[config.mk]
export PLATFORM = sky130hd
export DESIGN_NAME = barrier_key_synchronizer
export DESIGN_NICKNAME = d
export VERILOG_FILES = /design/src/rtl/core/bks_pkg.sv /design/src/rtl/core/bks_ram.sv /design/src/rtl/core/barrier_key_synchronizer.sv
export SDC_FILE = /design/constraint.sdc
export NUM_CORES = 1
export LEC_CHECK = 0
export ABC_AREA = 0
export CORE_UTILIZATION = 34
export CTS_CLUSTER_DIAMETER = 60
export DETAILED_ROUTE_END_ITERATION = 6
export DONT_BUFFER_PORTS = 1
export GPL_TIMING_DRIVEN = 1
export PLACE_DENSITY = 0.61
export RECOVER_POWER = 25
export REMOVE_ABC_BUFFERS = 1
export SLEW_MARGIN = 5
export SYNTH_ARGS = -nofsm -noshare
export SYNTH_HDL_FRONTEND = slang
export SYNTH_HIERARCHICAL = 1
export SYNTH_SLANG_ARGS = --single-unit
[constraint.sdc]
create_clock -name clk -period 4.1 [get_ports clk]
set_clock_uncertainty 0.15 [all_clocks]
set_input_delay 0.615 -clock clk [delete_from_list [all_inputs] [get_ports clk]]
set_output_delay 0.615 -clock clk [all_outputs]
set_load 0.02 [all_outputs]
[src/rtl/core/bks_pkg.sv]
package bks_pkg;

    // Command codes carried on the request tuser
    localparam logic [1:0] CMD_ALLOC   = 2'd0;
    localparam logic [1:0] CMD_RELEASE = 2'd1;
    localparam logic [1:0] CMD_SKIP    = 2'd2;
    localparam logic [1:0] CMD_SYNC    = 2'd3;

    // Result status codes
    localparam logic [1:0] ST_OK       = 2'd0;
    localparam logic [1:0] ST_FULL     = 2'd1;
    localparam logic [1:0] ST_INACTIVE = 2'd2;

    // Key phase encoding
    localparam logic [1:0] PH_IDLE  = 2'd0;
    localparam logic [1:0] PH_BUSY  = 2'd1;
    localparam logic [1:0] PH_RESET = 2'd2;

    // Widths of the stream fields
    localparam int KEY_W = 5;

    // One result, new_key in the lowest bits
    typedef struct packed {
        logic [1:0]       status;
        logic             wait_res;
        logic [KEY_W-1:0] new_key;
    } result_t;

endpackage

[src/rtl/core/bks_ram.sv]
module bks_ram #(
    parameter int WIDTH = 10,
    parameter int DEPTH = 32
) (
    input  logic                     clk,
    input  logic                     wr_en,
    input  logic [$clog2(DEPTH)-1:0] wr_addr,
    input  logic [WIDTH-1:0]         wr_data,
    input  logic                     rd_en,
    input  logic [$clog2(DEPTH)-1:0] rd_addr,
    output logic [WIDTH-1:0]         rd_data
);

    logic [WIDTH-1:0] mem [DEPTH];

    // Write one word, read one word with registered output
    always_ff @(posedge clk)
    begin
        if (wr_en)
        begin
            mem[wr_addr] <= wr_data;
        end
        if (rd_en)
        begin
            rd_data <= mem[rd_addr];
        end
    end

endmodule

[src/rtl/core/barrier_key_synchronizer.sv]
// Barrier among up to NUM_KEYS participant keys. A request carries a command
// (allocate, release, skip, sync) and a key handle; each request yields one
// result with the allocated handle, the sync answer (1 keep waiting, 0 go)
// and a status. Requests are taken one at a time; allocate checks one key
// per cycle, lowest first. A sync uses the single read port of the
// count/phase memory, which is swept once to look for keys still at count
// zero and, when none remain, once more to decrement every active key.
// A finished result waits in the output register while the next request
// is accepted.
module barrier_key_synchronizer #(
    parameter int NUM_KEYS   = 32,
    parameter int COUNT_BITS = 8
) (
    input  logic       clk,
    input  logic       rst_n,
    input  logic       s_tvalid,
    output logic       s_tready,
    input  logic [7:0] s_tdata,   // key[4:0], zero pad
    input  logic [1:0] s_tuser,   // cmd[1:0]
    output logic       m_tvalid,
    input  logic       m_tready,
    output logic [7:0] m_tdata    // new_key[4:0], wait_res[5], status[7:6]
);

    localparam int IDX_W = $clog2(NUM_KEYS);
    localparam int CW    = $clog2(NUM_KEYS + 1);
    localparam int KW    = (IDX_W > bks_pkg::KEY_W) ? IDX_W : bks_pkg::KEY_W;
    localparam int EW    = COUNT_BITS + 2;

    localparam logic [2:0] S_IDLE  = 3'd0;
    localparam logic [2:0] S_ALLOC = 3'd1;
    localparam logic [2:0] S_KEY   = 3'd2;
    localparam logic [2:0] S_SCAN  = 3'd3;
    localparam logic [2:0] S_ADV   = 3'd4;
    localparam logic [2:0] S_PUSH  = 3'd5;

    localparam logic [CW-1:0] NUM_C = CW'(NUM_KEYS);

    logic [2:0]            state_reg, state_next;
    logic [NUM_KEYS-1:0]   active_reg, active_next;
    logic [CW-1:0]         scan_reg, scan_next;
    logic                  pipe_vld_reg, pipe_vld_next;
    logic [IDX_W-1:0]      pipe_idx_reg, pipe_idx_next;
    logic                  pend_reg, pend_next;
    logic                  out_vld_reg, out_vld_next;
    logic [1:0]            cmd_reg, cmd_next;
    logic [IDX_W-1:0]      key_reg, key_next;
    logic [1:0]            phk_reg, phk_next;
    bks_pkg::result_t      res_reg, res_next;
    bks_pkg::result_t      out_reg, out_next;

    logic                  wr_en;
    logic [IDX_W-1:0]      wr_addr;
    logic [EW-1:0]         wr_data;
    logic                  rd_en;
    logic [IDX_W-1:0]      rd_addr;
    logic [EW-1:0]         rd_data;

    logic [KW-1:0]         key_wide;
    logic                  key_ok;
    logic [IDX_W-1:0]      key_idx;
    logic [COUNT_BITS-1:0] ent_count;
    logic [1:0]            ent_phase;
    logic                  issue;
    logic [KW-1:0]         scan_wide;

    // Per-key count and phase, packed as {count, phase}
    bks_ram #(
        .WIDTH (EW),
        .DEPTH (NUM_KEYS)
    ) u_ram (
        .clk     (clk),
        .wr_en   (wr_en),
        .wr_addr (wr_addr),
        .wr_data (wr_data),
        .rd_en   (rd_en),
        .rd_addr (rd_addr),
        .rd_data (rd_data)
    );

    // Decode the request handle
    assign key_wide  = KW'(s_tdata[bks_pkg::KEY_W-1:0]);
    assign key_ok    = ({1'b0, key_wide} < (KW + 1)'(NUM_KEYS));
    assign key_idx   = key_wide[IDX_W-1:0];
    assign ent_count = rd_data[EW-1:2];
    assign ent_phase = rd_data[1:0];
    assign issue     = (scan_reg < NUM_C);
    assign scan_wide = KW'(scan_reg[IDX_W-1:0]);

    assign s_tready = (state_reg == S_IDLE);
    assign m_tvalid = out_vld_reg;
    assign m_tdata  = out_reg;

    // Sequence one request
    always_comb
    begin
        state_next    = state_reg;
        active_next   = active_reg;
        scan_next     = scan_reg;
        pipe_vld_next = 1'b0;
        pipe_idx_next = pipe_idx_reg;
        pend_next     = pend_reg;
        cmd_next      = cmd_reg;
        key_next      = key_reg;
        phk_next      = phk_reg;
        res_next      = res_reg;
        out_next      = out_reg;
        out_vld_next  = out_vld_reg;
        wr_en         = 1'b0;
        wr_addr       = key_reg;
        wr_data       = {ent_count, ent_phase};
        rd_en         = 1'b0;
        rd_addr       = key_reg;

        // Drain the output register
        if (out_vld_reg && m_tready)
        begin
            out_vld_next = 1'b0;
        end

        unique case (state_reg)
            S_IDLE:
            begin
                if (s_tvalid)
                begin
                    cmd_next = s_tuser;
                    key_next = key_idx;
                    res_next = '0;
                    if (s_tuser == bks_pkg::CMD_ALLOC)
                    begin
                        scan_next  = '0;
                        state_next = S_ALLOC;
                    end
                    else if (!key_ok || !active_reg[key_idx])
                    begin
                        res_next.status = bks_pkg::ST_INACTIVE;
                        state_next      = S_PUSH;
                    end
                    else if (s_tuser == bks_pkg::CMD_RELEASE)
                    begin
                        active_next[key_idx] = 1'b0;
                        state_next           = S_PUSH;
                    end
                    else
                    begin
                        rd_en      = 1'b1;
                        rd_addr    = key_idx;
                        state_next = S_KEY;
                    end
                end
            end

            S_ALLOC:
            begin
                // Check one key per cycle, lowest first
                if (!issue)
                begin
                    res_next.status = bks_pkg::ST_FULL;
                    state_next      = S_PUSH;
                end
                else if (!active_reg[scan_reg[IDX_W-1:0]])
                begin
                    active_next[scan_reg[IDX_W-1:0]] = 1'b1;
                    wr_en            = 1'b1;
                    wr_addr          = scan_reg[IDX_W-1:0];
                    wr_data          = {{COUNT_BITS{1'b0}}, bks_pkg::PH_IDLE};
                    res_next.new_key = scan_wide[bks_pkg::KEY_W-1:0];
                    state_next       = S_PUSH;
                end
                else
                begin
                    scan_next = scan_reg + 1'b1;
                end
            end

            S_KEY:
            begin
                wr_en = 1'b1;
                if (cmd_reg == bks_pkg::CMD_SKIP)
                begin
                    // Raise the count, saturating, and go idle
                    if (ent_count != {COUNT_BITS{1'b1}})
                    begin
                        wr_data = {ent_count + 1'b1, bks_pkg::PH_IDLE};
                    end
                    else
                    begin
                        wr_data = {ent_count, bks_pkg::PH_IDLE};
                    end
                    state_next = S_PUSH;
                end
                else if (ent_phase == bks_pkg::PH_RESET)
                begin
                    wr_data    = {ent_count, bks_pkg::PH_IDLE};
                    state_next = S_PUSH;
                end
                else
                begin
                    // Mark arrival, then look for keys still pending
                    if (ent_count == '0)
                    begin
                        wr_data  = {COUNT_BITS'(1), bks_pkg::PH_BUSY};
                        phk_next = bks_pkg::PH_BUSY;
                    end
                    else
                    begin
                        phk_next = ent_phase;
                    end
                    scan_next  = '0;
                    pend_next  = 1'b0;
                    state_next = S_SCAN;
                end
            end

            S_SCAN:
            begin
                if (issue)
                begin
                    rd_en         = 1'b1;
                    rd_addr       = scan_reg[IDX_W-1:0];
                    pipe_vld_next = 1'b1;
                    pipe_idx_next = scan_reg[IDX_W-1:0];
                    scan_next     = scan_reg + 1'b1;
                end
                if (pipe_vld_reg && active_reg[pipe_idx_reg] && ent_count == '0)
                begin
                    pend_next = 1'b1;
                end
                if (!issue && !pipe_vld_reg)
                begin
                    if (pend_reg)
                    begin
                        res_next.wait_res = (phk_reg != bks_pkg::PH_IDLE);
                        state_next        = S_PUSH;
                    end
                    else
                    begin
                        scan_next  = '0;
                        state_next = S_ADV;
                    end
                end
            end

            S_ADV:
            begin
                // Decrement every active key and enter reset phase
                if (issue)
                begin
                    rd_en         = 1'b1;
                    rd_addr       = scan_reg[IDX_W-1:0];
                    pipe_vld_next = 1'b1;
                    pipe_idx_next = scan_reg[IDX_W-1:0];
                    scan_next     = scan_reg + 1'b1;
                end
                if (pipe_vld_reg && active_reg[pipe_idx_reg])
                begin
                    wr_en   = 1'b1;
                    wr_addr = pipe_idx_reg;
                    if (ent_count != '0)
                    begin
                        wr_data = {ent_count - 1'b1, bks_pkg::PH_RESET};
                    end
                    else
                    begin
                        wr_data = {ent_count, bks_pkg::PH_RESET};
                    end
                end
                if (!issue && !pipe_vld_reg)
                begin
                    res_next.wait_res = 1'b1;
                    state_next        = S_PUSH;
                end
            end

            S_PUSH:
            begin
                // Hand the result over once the output slot is free
                if (!out_vld_reg || m_tready)
                begin
                    out_next     = res_reg;
                    out_vld_next = 1'b1;
                    state_next   = S_IDLE;
                end
            end

            default:
            begin
                state_next = S_IDLE;
            end
        endcase
    end

    // Control state
    always_ff @(posedge clk or negedge rst_n)
    begin
        if (!rst_n)
        begin
            state_reg    <= S_IDLE;
            active_reg   <= '0;
            pipe_vld_reg <= 1'b0;
            out_vld_reg  <= 1'b0;
        end
        else
        begin
            state_reg    <= state_next;
            active_reg   <= active_next;
            pipe_vld_reg <= pipe_vld_next;
            out_vld_reg  <= out_vld_next;
        end
    end

    // Payload and working registers
    always_ff @(posedge clk)
    begin
        scan_reg     <= scan_next;
        pipe_idx_reg <= pipe_idx_next;
        pend_reg     <= pend_next;
        cmd_reg      <= cmd_next;
        key_reg      <= key_next;
        phk_reg      <= phk_next;
        res_reg      <= res_next;
        out_reg      <= out_next;
    end

endmodule

Word-level counts from Yosys, hierarchy flattened
Memory sizes are Yosys's and may differ from the RTL's. A register that Yosys moved wholly into a read port is not among the register bits.
Cells that the tools add are included.
{"block": "totals", "reg_bits": 74, "ram_bits": 320, "in_bits": 14, "output_inout_bits": 10, "word_cells": 179, "mem_count": 1}
{"block": "classes", "n_addsub": 3, "magnitude_cmp": 6, "eq_ne": 26, "n_mux": 91, "bitwise_logic": 5, "reduce_logical": 31}
{"name": "u_ram.mem", "depth": 32, "word_bits": 10, "read_ports": 1, "rd_clocked_by_memory_dff": 1, "wr": 1, "line": "bks_ram.sv:14", "rtl": "logic [WIDTH-1:0] mem [DEPTH];"}
{"op": "$mux W32", "n": 6}
{"op": "$mux W10", "n": 8}
{"op": "$pmux W32 S2", "n": 1}
{"op": "$mux W6", "n": 9}
{"op": "$mux W5", "n": 10}
{"op": "$mux W3", "n": 11}
{"op": "$and A32 B32 Y32", "n": 1}
{"op": "$not A32 Y32", "n": 1}
{"op": "$or A32 B32 Y32", "n": 1}
{"op": "$pmux W10 S3", "n": 1}
{"op": "$pmux W5 S2", "n": 3}
{"op": "$pmux W6 S5", "n": 1}
{"op": "$mux W1", "n": 26}
{"op": "$ne A2 B2 Y1 const B", "n": 13}
{"op": "$lt A5 B6 Y1 const B", "n": 3}
{"op": "$pmux W3 S6", "n": 1}
{"op": "$bmux W1 S5", "n": 3}
{"op": "$reduce_and A7 Y1", "n": 2}
{"op": "$demux W1 S5", "n": 2}
{"op": "$ge A5 B1 Y1 const B", "n": 2}
{"op": "$reduce_and A5 Y1", "n": 2}
{"op": "$add A8 B1 Y8 const B", "n": 1}
{"op": "$logic_not A8 Y1", "n": 1}
{"op": "$mux W8", "n": 1}
{"op": "other kinds (29)", "n": 52}

Logic depth before layout (Yosys ltp)
Gate-level depths: netlist (run 1).
{"block": "logic_depth", "depth_word": 11, "mapped_depth": 14, "ltp_nobuf": 11}

Modules after synthesis
The synthesis (run 1) kept the hierarchy.
{"mod": "bks_ram", "n_inst": 1, "cells_per_inst": 733, "area_per_inst_um2": 13093.8, "seq_area_each_um2": 9909.5}
{"mod": "barrier_key_synchronizer", "n_inst": 1, "cells_per_inst": 603, "area_per_inst_um2": 5602.9, "seq_area_each_um2": 2037.0}

Worst setup path after synthesis (run 1)
OpenSTA, ideal clock, no wires.
{"block": "synth_timing", "path_kind": "register -> register", "from": "register pipe_idx_reg[0]", "to": "memory u_ram.mem[0][4], data pin", "setup_time_ns": 0.467, "arrival_ns": 3.449, "required_ns": 3.483, "setup_slack_ns": 0.033, "path_stages_with_launch": 8, "n_path_buf": 1, "period_less_slack_ns": 4.067, "cell_sequence": "edfxtp_1 buf_6 mux4_2 mux2_4 a2111o_1 a41oi_1 nor2_1 o31ai_1"}
{"block": "synth_via", "elab_chain_cells": 5}
{"item": "start, declared", "line": "barrier_key_synchronizer.sv:43", "rtl": "logic [IDX_W-1:0] pipe_idx_reg, pipe_idx_next;"}
{"item": "start signal, assigned", "line": "barrier_key_synchronizer.sv:316", "rtl": "pipe_idx_reg <= pipe_idx_next;"}
{"item": "$bmux W1 S5", "line": "barrier_key_synchronizer.sv:255", "rtl": "if (pipe_vld_reg && active_reg[pipe_idx_reg])"}
{"item": "$mux W1 (not written as such)", "line": "barrier_key_synchronizer.sv:255"}
{"item": "$logic_and A1 B1 Y1", "line": "barrier_key_synchronizer.sv:255"}
{"item": "$mux W10", "line": "barrier_key_synchronizer.sv:255"}
{"item": "$pmux W10 S3", "line": "barrier_key_synchronizer.sv:121", "rtl": "unique case (state_reg)"}
{"item": "named net wr_data[4]", "line": "barrier_key_synchronizer.sv:54", "rtl": "logic [EW-1:0] wr_data;"}
{"item": "end, declared", "line": "bks_ram.sv:14"}
The timed path passes the listed nets, and every way through them passes these cells. The select of a mux whose other input is x is not followed.

Worst setup path in the final report (run 1)
{"block": "layout_timing", "from": "register pipe_idx_reg[0]", "to": "memory u_ram.mem[8][3] (enable)"}
{"block": "layout_via", "word_cells_on_any_way": 9, "cone_classes": "mux (8); reduce/logical (1)"}
{"item": "$bmux W1 S5", "line": "barrier_key_synchronizer.sv:255"}
{"item": "$mux W1 (not written as such)", "line": "barrier_key_synchronizer.sv:255"}
{"item": "$logic_and A1 B1 Y1", "line": "barrier_key_synchronizer.sv:255"}
{"item": "$mux W5", "line": "barrier_key_synchronizer.sv:255"}
{"item": "$pmux W5 S2", "line": "barrier_key_synchronizer.sv:121"}
{"item": "named net wr_addr[1]", "line": "barrier_key_synchronizer.sv:53", "rtl": "logic [IDX_W-1:0] wr_addr;"}
The timed path passes the listed nets, and every way through them passes these cells. The select of a mux whose other input is x is not followed.

==> metrics.csv, run 1 <==
stage,metric,value,unit
layout,Layout Utilization,0.408,
power,clock share of power,0.218,
sta,relative slew slack,-0.511,
worst_setup_path,critical path endpoint category,flip-flop,
synthesis,Synth cell types,76,
power,leak pwr,8.04,nW
die,die width,237,µm
power,Switch Pwr,7.41,mW
synthesis,number of flops mapped to enable cells by yosys,367,
power,Logic pwr share,0.444,
worst_setup_path,cell family with most CP delay,simple AND/OR/NAND/NOR gates,
die,IO Count,24,
clock_network,CTS Sinks,404,
synthesis,synthesized flop and latch total,404,
sta,actual slew at the worst max-slew pin,2.27,ns
drt,vias,12000,
die,FP Rows,85,
die,Die ar.,55900,µm²
die,Initial Util,0.346,
synthesis,Mapped Avg Cell Area,14.0,µm²
run_status,status,finished with violations,
clock_network,"CTS clk-pin slew, worst paths",0.06,ns
synthesis,Synth Area in Simple Gates,0.0801,
hold_path,Hold Startpoint,s_tdata[2],
layout,final instance area,22000,µm²
sta,RSZ-0062 raised after global routing,no,
drt,Post-route DRC,0,
worst_setup_path,reg2reg start,pipe_idx_reg[0],
grt,vias in the first global route,11900,
clock_network,cts bufs inserted,46,
synthesis,Post-Synth XOR/XNOR Area,0.000468,
power,peak supply drop,407,µV
synthesis,largest family of logic cells by synthesized area,multiplexers,
run_status,failing checks,"max-capacitance violations, max-slew violations",
layout,nets@finish,1476,
layout,"commonest non-fill, non-tap cell in the layout",edfxtp_1,
sta,Finish-stage setup viols,0,
clock_network,CTS tree,built,
hold_path,Hold WC Path Type,primary input to flip-flop,
synthesis,asr flop ratio synth,0.0916,
synthesis,post-synthesis mux area share,0.119,
grt,first-pass GRT wire length,72.6,mm
layout,FF/Latch Area,11900,µm²
worst_setup_path,WS Path Type,flip-flop to flip-flop,
sta,Hold Fails Final Rpt,0,
synthesis,post-synthesis cell area,18700,µm²
power,sw frac,0.388,
layout,share of cells above drive strength 1,0.175,
synthesis,"Seq/Total Area, Yosys",0.639,
die,chip height,237,µm
grt,Global Route Usage Sum,0.170,
worst_setup_path,crit path cell chain,"buf_4, mux4_2, mux2_4, a2111o_1, and3_4, and3_2, a221o_1, or3b_1, buf_4, nor2_4, buf_2",
drt,TritonRoute pass-1 iters,5,
grt,largest net degree at the start of global routing,38,
grt,grt total ovfl,0,
worst_setup_path,Max Fanout on Critical Path,8,
layout,n_diodes,0,
layout,fin cells,2188,
sta,worst hold slack,0.126,ns
drt,Final ANT Viol Nets,0,
clock_network,Worst-Skew Late Latency,0.60,ns
worst_setup_path,Slowest cell on crit path,mux4_2,
sta,period utilization,0.979,
synthesis,YS warnings,6,
clock_network,Max Buffers Root-to-Sink,3,
layout,"commonest cells after routing, fill and taps aside","edfxtp_1, mux2i_1, buf_4",
placement,Port Buffer Count,0,
worst_setup_path,Worst Path Required,4.24,ns
clock_network,H-tree levels,2,
placement,post-DP HPWL,30.3,mm
placement,Inst Count DP,2090,
grt,initial antenna violation count,0,
layout,multi-input logic area,6050,µm²
worst_setup_path,CP max stage delay,0.48,ns
layout,max reg flops,320,
drt,Avg Vias per Cell,5.47,
layout,Filler Cells Inserted,4971,
sta,Pins Over Slew Limit,38,
layout,Area Overhead vs Synth,17.8,%
job,Max-Cap Viols,1,
worst_setup_path,Worst EP arrival,4.15,ns
worst_setup_path,CP startpoint kind,flip-flop,
placement,Placer Congestion,0.900,
synthesis,Cells after Synth,1336,
drt,DR iter-0 viols,1189,
power,internal power,11.7,mW
drt,drt wl/cell,21.8,µm
power,PD cells,868,nW/µm²
power,Reg power frac,0.338,
die,Placeable Area,54000,µm²
clock_network,Root Driver,clkbuf_16,
worst_setup_path,crit path buf inv count,3,
sta,fmax,249,MHz
worst_setup_path,critical path launch point,pipe_idx_reg[0],
placement,DP Area,20400,µm²
synthesis,top_reg_cell synth,edfxtp_1,
drt,Routed WL,47.6,mm
sta,fin crit period,4.01,ns
worst_setup_path,most frequent CP cell,buf_4,
synthesis,Post-Synth Adder-Cell Area,0.00535,
synthesis,post-synthesis compound-gate area fraction,0.115,
-- cell families (layout without fill, tap and decap cells) --
logic type	count (synthesis)	in the layout
buf+inv	146	302
flops	404	404
simple gates	285	285
mux	205	205
xor+xnor	1	1
fa+ha+maj	8	8
compound gates	287	287
-- metrics by stage --
step | setup TNS (ns) | total power [mW] | setup slack [ns]
finish | 0 | 19.1 | 0.0855
global route | 0 | 20.0 | 0.00221
CTS | 0 | 19.2 | 0.0401
detailed placement | -9.57 | 15.0 | -0.178
global placement | -2.56 | 14.8 | -0.106
floorplan | -299.43 | 10.6 | -15.96
-- worst paths after layout --
kind | endpoint | slack (ns) | cells after the start
worst max register to register | u_ram/mem[8][3] | 0.09 | 11
worst min-delay path | active_reg[11] | 0.13 | 2
min in group asynchronous | active_reg[28] | 1.11 | 2
worst min register to register | m_tdata[3] | 0.27 | 0
max in group asynchronous | state_reg[0] | 1.39 | 2
worst max-delay path | u_ram/mem[8][3] | 0.09 | 11
-- final cells by class --
class                      instances  share of cell area
multi-input combinational        786               0.275
timing repair buffer             156              0.0623
tap                              696              0.0395
clock buffer                      54              0.0546
inverter                          60              0.0102
clock inverter                    32              0.0160
sequential                       404               0.543
-- worst register-to-register path, stage by stage (launching register included) --
cell,delay (ns)
edfxtp_1,0.46
buf_4,0.18
mux4_2,0.48
mux2_4,0.29
a2111o_1,0.47
and3_4,0.22
and3_2,0.21
a221o_1,0.29
or3b_1,0.39
buf_4,0.21
nor2_4,0.15
buf_2,0.20
-- cell usage after synthesis, drive strengths merged (15+ instances only) --
| cell type | instances | area share |
|---|---|---|
| a21oi | 32 | 0.0086 |
| a22o | 21 | 0.0098 |
| a22oi | 68 | 0.027 |
| a31oi | 20 | 0.0067 |
| buf | 46 | 0.022 |
| clkbuf | 40 | 0.0080 |
| dfrtp | 37 | 0.050 |
| edfxtp | 367 | 0.59 |
| inv | 58 | 0.012 |
| mux2i | 191 | 0.10 |
| nand2 | 54 | 0.011 |
| nand2b | 15 | 0.0050 |
| nand3 | 35 | 0.0094 |
| nand4 | 18 | 0.0064 |
| nor2 | 72 | 0.014 |
| nor3 | 27 | 0.0096 |
| o211ai | 33 | 0.013 |
| o21ai | 33 | 0.0088 |
-- routing by layer --
metal  up-vias  routed length, µm  track usage
li1       5503                  -            -
met1      5943              21000        0.232
met2       433              22300        0.271
met4         0               1090       0.0514
met5         -                  0            0
met3        84               3200       0.0350
-- power groups by stage --
| stage | Combinational [mW] | Sequential (mW) | Clock, mW |
|---|---|---|---|
| after floorplan | 4.10 | 6.55 | 0 |
| after global placement | 8.30 | 6.51 | 0 |
| after detailed placement | 8.45 | 6.53 | 0 |
| after CTS | 8.52 | 6.44 | 4.25 |
| after global routing | 9.04 | 6.51 | 4.40 |
| final | 8.50 | 6.46 | 4.16 |
-- what timing repair did --
item                                    CTS  global route
resized for setup                         3            11
hold endpoints to repair                 44             0
hold buffers                              9             0
gates cloned                              0             2
endpoints found under the setup margin  120            77
buffers inserted                          1             0
No activity file was read; power rests on OpenSTA's default activity.
==> inputs of run 2 (changes only) <==
- SETUP_SLACK_MARGIN: default -> 0.2
- SLEW_MARGIN: 5 -> 20
==> run 2 against run 1 <==
  * The flow still finishes with violations (max-capacitance violations, max-slew violations)
  * Wire length is 1.5% higher
  * Fmax decreased by 0.12%
  * Non-clock buffer count up 18
  * Count of clock-buffer cells in the layout unchanged
  * Power increased by 1.3%
  * Worst setup slack worse by 0.0046 ns
  * Design area up 1.9%
  * Critical path depth did not move
  * Die area stayed put
==> metrics.csv, run 2 (same netlist as run 1, synthesis figures left out) <==
stage,metric,value,unit,change
run_status,status,finished with violations,,
run_status,failing checks,"max-capacitance violations, max-slew violations",,
placement,DP Area,20400,µm²,unchanged
worst_setup_path,crit path cell chain,"buf_6, mux4_2, mux2_4, a2111o_1, and3_1, and3_2, a221o_1, or3b_4, buf_12, nor2_1, buf_6",,
sta,fin crit period,4.02,ns,+0.00463 ns
worst_setup_path,Worst EP arrival,4.16,ns,about the same
clock_network,Root Driver,clkbuf_16,,
power,clock share of power,0.215,,-0.003
worst_setup_path,Max Fanout on Critical Path,10,,+2
sta,RSZ-0062 raised after global routing,yes,,
layout,Layout Utilization,0.415,,+0.00760
die,IO Count,24,,unchanged
worst_setup_path,cell family with most CP delay,simple AND/OR/NAND/NOR gates,,
die,Placeable Area,54000,µm²,unchanged
grt,initial antenna violation count,0,,unchanged
drt,TritonRoute pass-1 iters,5,,unchanged
grt,first-pass GRT wire length,72.9,mm,+0.44%
sta,fmax,249,MHz,-0.12%
drt,Final ANT Viol Nets,0,,unchanged
layout,Filler Cells Inserted,4943,,-0.56%
power,leak pwr,8.18,nW,+1.8%
sta,Hold Fails Final Rpt,0,,unchanged
drt,vias,12200,,+2.1%
drt,drt wl/cell,21.9,µm,+0.71%
drt,Avg Vias per Cell,5.54,,+1.3%
worst_setup_path,most frequent CP cell,buf_6,,
sta,period utilization,0.980,,+0.00113
clock_network,CTS tree,built,,
worst_setup_path,Slowest cell on crit path,mux4_2,,
hold_path,Hold WC Path Type,primary input to flip-flop,,
layout,nets@finish,1494,,+1.2%
layout,"commonest non-fill, non-tap cell in the layout",edfxtp_1,,
sta,Pins Over Slew Limit,38,,unchanged
layout,final instance area,22400,µm²,+1.9%
clock_network,Worst-Skew Late Latency,0.60,ns,about the same
drt,Routed WL,48.4,mm,+1.5%
grt,Global Route Usage Sum,0.170,,+0.000766
worst_setup_path,crit path buf inv count,3,,unchanged
clock_network,H-tree levels,2,,unchanged
die,die width,237,µm,unchanged
layout,fin cells,2206,,+0.82%
power,peak supply drop,447,µV,+9.8%
layout,Area Overhead vs Synth,20.0,%,
sta,Finish-stage setup viols,0,,unchanged
die,Initial Util,0.346,,unchanged
job,Max-Cap Viols,1,,unchanged
placement,Port Buffer Count,0,,unchanged
worst_setup_path,CP startpoint kind,flip-flop,,
layout,share of cells above drive strength 1,0.199,,+0.0237
placement,Placer Congestion,0.900,,unchanged
worst_setup_path,WS Path Type,flip-flop to flip-flop,,
layout,n_diodes,0,,unchanged
clock_network,"CTS clk-pin slew, worst paths",0.06,ns,about the same
drt,Post-route DRC,0,,unchanged
sta,actual slew at the worst max-slew pin,2.25,ns,-0.0123 ns
power,PD cells,863,nW/µm²,-0.56%
grt,largest net degree at the start of global routing,38,,unchanged
die,Die ar.,55900,µm²,unchanged
layout,max reg flops,320,,unchanged
grt,grt total ovfl,0,,unchanged
placement,post-DP HPWL,30.3,mm,unchanged
layout,"commonest cells after routing, fill and taps aside","edfxtp_1, mux2i_1, buf_4",,
power,Logic pwr share,0.451,,+0.007
grt,vias in the first global route,11900,,+0.45%
power,Reg power frac,0.334,,-0.004
power,sw frac,0.389,,+0.00154
worst_setup_path,critical path endpoint category,flip-flop,,
clock_network,Max Buffers Root-to-Sink,3,,unchanged
power,Switch Pwr,7.54,mW,+1.7%
power,internal power,11.8,mW,+1.0%
sta,relative slew slack,-0.503,,+0.00817
die,FP Rows,85,,unchanged
drt,DR iter-0 viols,1181,,-0.67%
die,chip height,237,µm,unchanged
clock_network,CTS Sinks,404,,unchanged
worst_setup_path,Worst Path Required,4.25,ns,about the same
placement,Inst Count DP,2090,,unchanged
worst_setup_path,CP max stage delay,0.51,ns,+0.03 ns
clock_network,cts bufs inserted,46,,unchanged
## run 2: cell count changes in the layout (fill, tap and decap cells not counted), sizes merged
cell    change
buf        +16
clkbuf      +2
## run 2: repair_timing
action | 4_1_cts | 5_1_grt
hold buffers | 9 | 0
pin swaps | 2 | 9
gates resized for setup | 31 | 72
cloned | 3 | 9
endpoints found under the setup margin | 330 | 326
hold endpoints to repair | 44 | 0
buffers inserted | 2 | 7
## run 2: worst paths after layout
path | slack (ns) | cells past startpoint | startpoint | end
max in group asynchronous | 1.40 | 2 | rst_n | state_reg[0]
max reg2reg | 0.08 | 11 | pipe_idx_reg[0] | u_ram/mem[4][7]
min in group asynchronous | 1.10 | 2 | rst_n | active_reg[28]
max | 0.08 | 11 | pipe_idx_reg[0] | u_ram/mem[4][7]
min reg2reg | 0.26 | 0 | res_reg[3] | m_tdata[3]
min | 0.12 | 2 | s_tdata[2] | active_reg[11]
## run 2: area by class of cell
type / count / area, µm² / share of cell area
Timing Repair Buffer: 174 / 1650 / 0.0737
Multi-Input combinational cell: 786 / 6180 / 0.276
Clock inverter: 32 / 352 / 0.0157
Sequential cell: 404 / 11900 / 0.533
Clock buffer: 54 / 1200 / 0.0536
Tap cell: 696 / 871 / 0.0388
Inverter: 60 / 225 / 0.0100
## run 2: power groups by stage
| stage | Sequential (mW) | Combinational, mW | Clock, mW |
|---|---|---|---|
| detailed placement | 6.53 | 8.45 | 0 |
| CTS | 6.44 | 8.57 | 4.25 |
| global placement | 6.51 | 8.30 | 0 |
| finish | 6.46 | 8.74 | 4.16 |
| global route | 6.51 | 9.27 | 4.40 |
| floorplan | 6.55 | 4.10 | 0 |
## run 2: layer usage
| metal | vias up | wire (µm) | global-route usage |
|---|---|---|---|
| met2 | 467 | 22600 | 0.273 |
| li1 | 5546 | - | - |
| met4 | 0 | 1140 | 0.0516 |
| met3 | 78 | 3210 | 0.0335 |
| met1 | 6126 | 21400 | 0.233 |
| met5 | - | 0 | 0 |
## run 2: through the flow
step                TNS (ns)  power (mW)  hold slack [ns]  setup WS, ns
global route               0        20.2            0.135        0.0626
detailed placement     -9.57        15.0            0.171        -0.178
finish                     0        19.4            0.122        0.0809
CTS                        0        19.3           0.0946         0.185
floorplan            -299.43        10.6            0.169        -15.96
global placement       -2.56        14.8            0.171        -0.106
